## config.mk

```make
export PLATFORM = sky130hd
export DESIGN_NAME = teq_cell
export DESIGN_NICKNAME = d
export VERILOG_FILES = /design/src/rtl/core/teq_pkg.sv /design/src/rtl/core/teq_cell.sv
export SDC_FILE = /design/constraint.sdc
export NUM_CORES = 1
export LEC_CHECK = 0
export BUFFER_PORTS_ARGS = -buffer_cell sky130_fd_sc_hd__buf_2
export CORE_AREA = 2 2 190 192
export CTS_CLUSTER_DIAMETER = 100
export DETAILED_ROUTE_END_ITERATION = 12
export DIE_AREA = 0 0 192 194
export GPL_ROUTABILITY_DRIVEN = 0
export SLEW_MARGIN = 20
export SYNTH_ARGS = -nofsm -noshare
export SYNTH_HDL_FRONTEND = slang
export SYNTH_SLANG_ARGS = --single-unit
```

## constraint.sdc

```tcl
create_clock -name clk_i -period 3.76 [get_ports clk_i]
set_input_delay 0.376 -clock clk_i [delete_from_list [all_inputs] [get_ports clk_i]]
set_output_delay 0.376 -clock clk_i [all_outputs]
set_load 0.01 [all_outputs]
```

## src/rtl/core/teq_pkg.sv

```systemverilog
package teq_pkg;

  // Number of cells in the queue and the fixed field widths.
  localparam int unsigned DEPTH  = 16;
  localparam int unsigned TAG_W  = 16;
  localparam int unsigned ID_W   = 32;
  localparam int unsigned TIME_W = 64;
  localparam int unsigned CNT_W  = $clog2(DEPTH + 1);

  localparam logic [ID_W-1:0]          ID_MAX   = '1;
  localparam logic [ID_W-1:0]          ID_FIRST = ID_W'(1);
  localparam logic signed [TIME_W-1:0] TIME_MAX = 64'sh7FFF_FFFF_FFFF_FFFF;

  typedef enum logic [1:0] {
    FUNC_POST   = 2'd0,
    FUNC_CANCEL = 2'd1,
    FUNC_TICK   = 2'd2
  } func_e;

  typedef enum logic [2:0] {
    STS_POSTED    = 3'd0,
    STS_FULL      = 3'd1,
    STS_CANCELLED = 3'd2,
    STS_NOT_FOUND = 3'd3,
    STS_FIRED     = 3'd4,
    STS_NONE_DUE  = 3'd5
  } status_e;

  typedef enum logic [1:0] {
    S_IDLE,
    S_EVAL,
    S_APPLY
  } state_e;

  // Contents of one cell of the queue.
  typedef struct packed {
    logic                     valid;
    logic signed [TIME_W-1:0] due_time;
    logic [ID_W-1:0]          id;
    logic [TAG_W-1:0]         tag;
  } entry_t;

  // Request fields broadcast to every cell.
  typedef struct packed {
    logic signed [TIME_W-1:0] due_time;
    logic [TAG_W-1:0]         tag;
    logic [ID_W-1:0]          new_id;
    logic [ID_W-1:0]          cancel_id;
  } bcast_t;

  // Per-cycle command from the sequencer to the cells.
  typedef struct packed {
    logic eval;
    logic insert;
    logic remove;
  } cell_cmd_t;

  // Prefix OR from the head: bit i is set when any bit at or below i is set.
  function automatic logic [DEPTH-1:0] prefix_or(input logic [DEPTH-1:0] v);
    logic [DEPTH-1:0] r;
    r = v;
    for (int unsigned s = 1; s < DEPTH; s = s * 2) begin
      r = r | (r << s);
    end
    return r;
  endfunction

endpackage

```

## src/rtl/core/teq_cell.sv

```systemverilog
module teq_cell (
  input  logic               clk_i,
  input  logic               rst_ni,
  input  teq_pkg::cell_cmd_t cmd_i,
  input  teq_pkg::bcast_t    bcast_i,
  input  teq_pkg::entry_t    left_i,
  input  logic               left_gt_i,
  input  teq_pkg::entry_t    right_i,
  input  logic               rm_i,
  output teq_pkg::entry_t    entry_o,
  output logic               gt_o,
  output logic               match_o
);

  logic                             valid_q, valid_d;
  logic signed [teq_pkg::TIME_W-1:0] time_q, time_d;
  logic [teq_pkg::ID_W-1:0]          id_q, id_d;
  logic [teq_pkg::TAG_W-1:0]         tag_q, tag_d;
  logic                             gt_q, gt_d;
  logic                             match_q, match_d;

  always_comb begin
    valid_d = valid_q;
    time_d  = time_q;
    id_d    = id_q;
    tag_d   = tag_q;
    gt_d    = gt_q;
    match_d = match_q;

    // The new time belongs ahead of this cell if the cell is empty or later.
    if (cmd_i.eval) begin
      gt_d    = !valid_q || (bcast_i.due_time < time_q);
      match_d = valid_q && (bcast_i.cancel_id != '0) && (id_q == bcast_i.cancel_id);
    end

    if (cmd_i.insert && gt_q) begin
      if (left_gt_i) begin
        valid_d = left_i.valid;
        time_d  = left_i.due_time;
        id_d    = left_i.id;
        tag_d   = left_i.tag;
      end else begin
        valid_d = 1'b1;
        time_d  = bcast_i.due_time;
        id_d    = bcast_i.new_id;
        tag_d   = bcast_i.tag;
      end
    end else if (cmd_i.remove && rm_i) begin
      valid_d = right_i.valid;
      time_d  = right_i.due_time;
      id_d    = right_i.id;
      tag_d   = right_i.tag;
    end
  end

  always_ff @(posedge clk_i or negedge rst_ni) begin
    if (!rst_ni) begin
      valid_q <= 1'b0;
      gt_q    <= 1'b0;
      match_q <= 1'b0;
    end else begin
      valid_q <= valid_d;
      gt_q    <= gt_d;
      match_q <= match_d;
    end
  end

  always_ff @(posedge clk_i) begin
    time_q <= time_d;
    id_q   <= id_d;
    tag_q  <= tag_d;
  end

  assign entry_o.valid    = valid_q;
  assign entry_o.due_time = time_q;
  assign entry_o.id       = id_q;
  assign entry_o.tag      = tag_q;
  assign gt_o             = gt_q;
  assign match_o          = match_q;

endmodule

```

==> qor.tcl, run 1 <==
set qor(finalSetupViolations) 0
set qor(drive_gt1_share_pct) 41.7
set qor(synth_cell_area_sq_mm) 0.00779
set qor(path_max_fanout) 5
set qor(max_slew_margin_pct) 42.8
set qor(synth.ff_latch_count) 115
set qor(die_y_um) 194
set qor(crit_required_ps) 4060
set qor(fillCellCount) 3722
set qor(standard_cell_row_count) 69
set qor(synth_enable_flop_cells) 112
set qor(cts_num_sinks) 115
set qor(clk_transition_reported_paths_ps) 60
set qor(number_of_vias_per_cell) 4.40
set qor(worstPathArrival_ps) 2640
set qor(drt_first_pass_iters) 5
set qor(peakVddDrop_mv) 0.290
set qor(postSynthCellCount) 782
set qor(worstSetupStartpointType) {flop}
set qor(post_synth.cell_area_avg_sq_um) 9.97
set qor(run_status) {finished, final reports clean}
set qor(placement.io_buffers) 491
set qor(cellPowerDensity_mw_per_mm2) 485
set qor(hold_class) {input port to flop}
set qor(h-tree-depth) 4
set qor(via_count) 7651
set qor(cts-resized-gates) 0
set qor(r2r_slack_ps) 1420
set qor(remaining_drc_errors) 0
set qor(cp-end-kind) {flop}
set qor(cts.hold.buffers_added) 1
set qor(num_io_pins) 492
set qor(hpwl_um) 25600
set qor(wl_per_cell_um) 17.8
set qor(async_reset_ff_share_pct) 2.61
set qor(synth_fp_nets) 1222
set qor(drt-total-wl_um) 31000
set qor(grt_start_max_net_pins) 115
set qor(clockRootBuffer) {clkbuf_16}
set qor(hold_violations) 0
set qor(power.static_leakage_uw) 0.00563
set qor(rsz0062_at_grt) {false}
set qor(drt-initial-drc-count) 290
set qor(grt_first_pass_wirelength_um) 43700
set qor(grt-ovfl-total) 0
set qor(setup_tns_ps) 0
set qor(timing_worst_slew_pin_value_ps) 850
set qor(synth.top_cells.by_area) {edfxtp_1 43%, mux2i_1 14%, ha_1 10%}
set qor(tritoncts) {built}
set qor(start_util_pct) 22.1
set qor(number_of_antenna_violations_at_the_first_check_in_global_routing) 3
set qor(floorplan.die_area_sq_mm) 0.0372
set qor(first_global_vias) 7520
set qor(cts_buffer_depth) 2
set qor(finalClockSkew_ps) 7.75
set qor(maxClockFrequency_ghz) 0.427
set qor(fin_max_slew_vios) 0
set qor(shortest_clock_period_the_worst_path_allows_after_layout_ps) 2340
set qor(cts_setup_buffers) 0
set qor(multi_input_area_sq_mm) 0.00395
set qor(detail-route-antenna-nets) 0
set qor(clk-insertion-delay-late_ps) 430
set qor(synth_top_area_share_pct) 43.1
set qor(seq_area_frac_synth_pct) 44.1
set qor(seqCellArea_sq_mm) 0.00344
set qor(layout_worst_path_cycle_share_pct) 62.2
set qor(synth_top_flop_cell) {edfxtp_1}
set qor(synthToLayoutAreaGrowth_pct) 46.5
set qor(grt_usage_pct) 16.0
set qor(layout.nets) 1704
set qor(final_layout_worst_hold_slack_ps) 271
set qor(floorplan.die.width_um) 192
set qor(max-cap-violations) 0
set qor(worst_setup_path_type) {flop to flop}
set qor(yosysTopAreaCell) {edfxtp_1}
set qor(cts_made_buffers) 17
set qor(finish.utilization_pct) 32.4
set qor(area_of_the_core_sq_mm) 0.0352
set qor(synth_cell_types) 42
set qor(yosysWarningCount) 0
synthesized netlist by cell type (10+ instances only):
cell      count
edfxtp_1    112
nand2_1      16
ha_1         63
clkbuf_1     19
nand4_1      19
o21ai_0      10
xor2_1       12
xnor2_1      20
mux2i_1     112
nor2_1      118
buf_1        12
inv_1        66
nor4_1       11
a21oi_1     138
sequential cells by signal, indices dropped and copies added, names as in the netlist:
name / count
time_q: 64
id_q: 32
tag_q: 16
gt_o: 1
match_o: 1
valid_q: 1
layout make-up:
type	instances	area share (%)
repair buffers	502	22.8
inverters	66	2.19
clock inverters	13	1.45
diodes	2	0.0438
clock buffers	19	3.79
multi-input cells	562	34.6
well taps	461	5.05
flip-flops and latches	115	30.1
critical path, stage by stage, from the launching register on:
cell and delay [ps]:
edfxtp_1 390, inv_1 60, ha_1 400, nand4_1 170, nor2_1 280, nand4_1 240
or3_1 380, o32ai_2 230, a211oi_2 60
report_power, final:
| group | switching, uW | internal, uW | leakage, uW |
|---|---|---|---|
| clock | 619 | 1090 | 0.000287 |
| combinational | 1110 | 757 | 0.00422 |
| sequential | 161 | 1800 | 0.00112 |
through the flow:
stage	setup slack [ps]	instances	instance area, sq um	power [uW]
floorplan	215	782	7790	2990
global placement	1300	1705	10800	3850
detailed placement	1250	1705	10800	3870
CTS	1290	1738	11400	5630
global route	1200	1740	11400	5880
finish	1420	1740	11400	5540
layout by cell type, fill, tap and decap left out, types with 2 or more instances in the layout:
| cell | netlist | final |
|---|---|---|
| clkinv_1 | 0 | 4 |
| and4_1 | 2 | 2 |
| nor3_1 | 4 | 4 |
| a21oi_1 | 138 | 138 |
| mux2i_1 | 112 | 112 |
| a21o_1 | 8 | 8 |
| nand2_1 | 16 | 16 |
| o21ai_0 | 10 | 10 |
| a211oi_1 | 2 | 2 |
| bufinv_16 | 0 | 4 |
| ha_1 | 63 | 63 |
| diode_2 | 0 | 2 |
| nand3_1 | 6 | 6 |
| a221oi_1 | 2 | 2 |
| buf_12 | 0 | 4 |
| xor2_1 | 12 | 12 |
| clkbuf_1 | 19 | 2 |
| buf_2 | 7 | 490 |
| clkinv_2 | 0 | 3 |
| clkbuf_16 | 0 | 17 |
| nor2_1 | 118 | 118 |
| nand4_1 | 19 | 19 |
| clkinvlp_4 | 0 | 2 |
| nor4_1 | 11 | 11 |
| buf_4 | 1 | 6 |
| xnor2_1 | 20 | 20 |
| edfxtp_1 | 112 | 112 |
| inv_1 | 66 | 65 |
| dfrtp_1 | 3 | 3 |
routing by layer:
| layer | vias to the layer above | track usage, % | routed length (um) |
|---|---|---|---|
| li1 | 3804 | - | - |
| met1 | 3467 | 18.2 | 12400 |
| met2 | 346 | 28.6 | 15700 |
| met3 | 32 | 4.29 | 2160 |
| met4 | 2 | 5.88 | 688 |
| met5 | - | 0 | 7 |
path summary, 6_finish.rpt:
path	startpoint	endpoint	cells past startpoint
worst min register to register	match_o$_DFFE_PN0P_	match_o$_DFFE_PN0P_	2
min in group asynchronous	rst_ni	match_o$_DFFE_PN0P_	2
worst max-delay path	time_q[63]$_DFFE_PP_	gt_o$_DFFE_PN0P_	8
worst min-delay path	right_i[98]	time_q[50]$_DFFE_PP_	3
worst max register to register	time_q[63]$_DFFE_PP_	gt_o$_DFFE_PN0P_	8
max in group asynchronous	rst_ni	gt_o$_DFFE_PN0P_	2
cell families after synthesis:
logic type	count (synthesis)	synth area share, %
and+or+nand+nor	183	10.4
muxes	112	14.4
AOI/OAI and AO/OA	172	12.2
buffers and inverters	105	5.22
adders and majority gates	63	10.1
DFF	115	44.1
xor gates and xnor gates	32	3.60
Note: power is estimated with default switching activity, not from simulation.
==> run 2: changes to the inputs <==
clock period = 1.88 ns   (was 3.76 ns; I/O delays follow)
==> qor.tcl, run 2 (same netlist as run 1, synthesis figures left out) <==
set qor(run_status) {finished with violations}
set qor(violations) {setup timing}
set qor(max_slew_margin_pct) 60.7 ;# +18 points
set qor(finalSetupViolations) 1 ;# +1
set qor(start_util_pct) 22.1 ;# unchanged
set qor(clk_transition_reported_paths_ps) 60 ;# about the same
set qor(grt-ovfl-total) 0 ;# unchanged
set qor(layout.nets) 1764 ;# +3.5%
set qor(final_layout_worst_hold_slack_ps) 71.1 ;# -200 ps
set qor(met2_length_um) 15700 ;# -0.13%
set qor(largest_reg_flops) 64 ;# unchanged
set qor(grt_first_pass_wirelength_um) 45100 ;# +3.4%
set qor(met1Wirelength_um) 12700 ;# +2.1%
set qor(postPlaceCellArea_sq_mm) 0.0113 ;# +4.7%
set qor(grt_usage_pct) 16.4 ;# +0.35 points
set qor(mostFrequentLayoutCells) {490 x buf_2, 137 x a21oi_1, 117 x nor2_1}
set qor(path_max_fanout) 3 ;# -2
set qor(power.static_leakage_uw) 0.00596 ;# +5.8%
set qor(finish.utilization_pct) 34.4 ;# +2.0 points
set qor(remaining_drc_errors) 0 ;# unchanged
set qor(shortest_clock_period_the_worst_path_allows_after_layout_ps) 2120 ;# -216 ps
set qor(timing_worst_slew_pin_value_ps) 585 ;# -265 ps
set qor(tritoncts) {built}
set qor(max-cap-violations) 0 ;# unchanged
set qor(floorplan.die_area_sq_mm) 0.0372 ;# unchanged
set qor(clockRootBuffer) {clkbuf_16}
set qor(synthToLayoutAreaGrowth_pct) 55.6
set qor(num_io_pins) 492 ;# unchanged
set qor(layout_worst_path_cycle_share_pct) 113 ;# +51 points
set qor(hpwl_um) 26100 ;# +2.2%
set qor(drt_first_pass_iters) 4 ;# -1
set qor(clk-insertion-delay-late_ps) 440 ;# about the same
set qor(hold_violations) 0 ;# unchanged
set qor(largest_registers) {time_q x64, id_q x32, tag_q x16}
set qor(worst_setup_path_type) {flop to flop}
set qor(placement.io_buffers) 491 ;# unchanged
set qor(cp-end-kind) {flop}
set qor(die_y_um) 194 ;# unchanged
set qor(largest_register) {time_q}
set qor(fin_max_slew_vios) 0 ;# unchanged
set qor(h-tree-depth) 4 ;# unchanged
set qor(finalClockSkew_ps) 7.31 ;# -0.439 ps
set qor(area_of_the_core_sq_mm) 0.0352 ;# unchanged
set qor(cellPowerDensity_mw_per_mm2) 978 ;# +100%
set qor(met3WireLength_um) 2470 ;# +15%
set qor(via_count) 7964 ;# +4.1%
set qor(detail-route-antenna-nets) 0 ;# unchanged
set qor(first_global_vias) 7991 ;# +6.3%
set qor(hold_class) {input port to flop}
set qor(drive_gt1_share_pct) 45.8 ;# +4.1 points
set qor(wl_per_cell_um) 17.6 ;# -0.84%
set qor(critical-path-max-stage-delay_ps) 540 ;# +140 ps
set qor(worst_slack_ps) -243 ;# -1660 ps
set qor(worstSetupStartpointType) {flop}
set qor(peakVddDrop_mv) 0.629 ;# +120%
set qor(rsz0062_at_grt) {true}
set qor(critical_path.cell_chain) {inv_2 > ha_4 > nand4_1 > or4_4 > or3_4 > o32ai_4 > a211oi_2}
set qor(cts_num_sinks) 115 ;# unchanged
set qor(drt-total-wl_um) 31900 ;# +2.9%
set qor(stdcell_area_sq_mm) 0.0121 ;# +6.2%
set qor(cts_buffer_depth) 2 ;# unchanged
set qor(standard_cell_row_count) 69 ;# unchanged
set qor(number_of_vias_per_cell) 4.41 ;# +0.34%
set qor(drt-initial-drc-count) 410 ;# +41%
set qor(setup_tns_ps) -243 ;# -243 ps
set qor(final_common_cell) {buf_2}
set qor(cts_made_buffers) 17 ;# unchanged
set qor(grt_start_max_net_pins) 60 ;# -48%
set qor(floorplan.die.width_um) 192 ;# unchanged
set qor(worstPathArrival_ps) 2430 ;# -210 ps
set qor(number_of_antenna_violations_at_the_first_check_in_global_routing) 9 ;# +6
set qor(maxClockFrequency_ghz) 0.471 ;# +10%
set qor(top_layer_used) {met5}
set qor(cp_slowest_cell) {or4_4}
set qor(crit_required_ps) 2190 ;# -1870 ps
==> run 2: path summary, 6_finish.rpt <==
| path | slack [ps] | from | end | cells past startpoint |
|---|---|---|---|---|
| setup / recovery | -240 | time_q[35]$_DFFE_PP_ | gt_o$_DFFE_PN0P_ | 7 |
| hold / removal | 70 | right_i[55] | time_q[7]$_DFFE_PP_ | 3 |
| hold reg to reg | 530 | match_o$_DFFE_PN0P_ | match_o$_DFFE_PN0P_ | 2 |
| min in group asynchronous | 160 | rst_ni | match_o$_DFFE_PN0P_ | 2 |
| setup reg to reg | -240 | time_q[35]$_DFFE_PP_ | gt_o$_DFFE_PN0P_ | 7 |
| max in group asynchronous | 1560 | rst_ni | gt_o$_DFFE_PN0P_ | 2 |
==> run 2: layout make-up <==
| class | count | area, sq um |
|---|---|---|
| multi-input cells | 562 | 4080 |
| repair buffers | 562 | 3100 |
| flip-flops and latches | 115 | 3440 |
| well taps | 461 | 577 |
| clock buffers | 17 | 425 |
| fillers | 3652 | 23100 |
| diodes | 7 | 17.5 |
| inverters | 66 | 251 |
| clock inverters | 15 | 238 |
==> run 2: power by group <==
part / internal [uW] / switching [uW] / total [uW]
Clock: 2470 / 1280 / 3750
Combinational: 1850 / 2330 / 4180
Sequential: 3610 / 321 / 3930
Total: 7930 / 3940 / 11900
==> run 2: metal layers <==
layer  GRT usage, %  vias up
li1               -     3922
met1           18.3     3640
met2           28.3      345
met3           5.07       49
met4           7.44        8
met5              0        -
==> run 2: stage by stage <==
step / setup slack, ps / cells / total power (uW)
after detailed placement: -352 / 1763 / 8090
after floorplan: -1030 / 782 / 6000
after global routing: -318 / 1801 / 12600
after global placement: -308 / 1763 / 8030
final: -243 / 1805 / 11900
after CTS: -295 / 1797 / 12000
==> run 2: what timing repair did <==
action / in CTS / in global routing
buffers inserted: 1 / 1
hold buffers: 1 / 0
resized for setup: 9 / 9
pin swaps: 6 / 5
endpoints found under the setup margin: 1 / 1
hold endpoints to repair: 3 / 0
==> run 2: worst max-delay path: cells and delay by family (launching register included) <==
family | cells | cell delay (ps)
AO/OA/AOI/OAI | 2 | 260
flip-flops | 1 | 360
AND/OR/NAND/NOR | 3 | 1060
buffers and inverters | 1 | 50
adder cells (fa/ha/maj) | 1 | 270
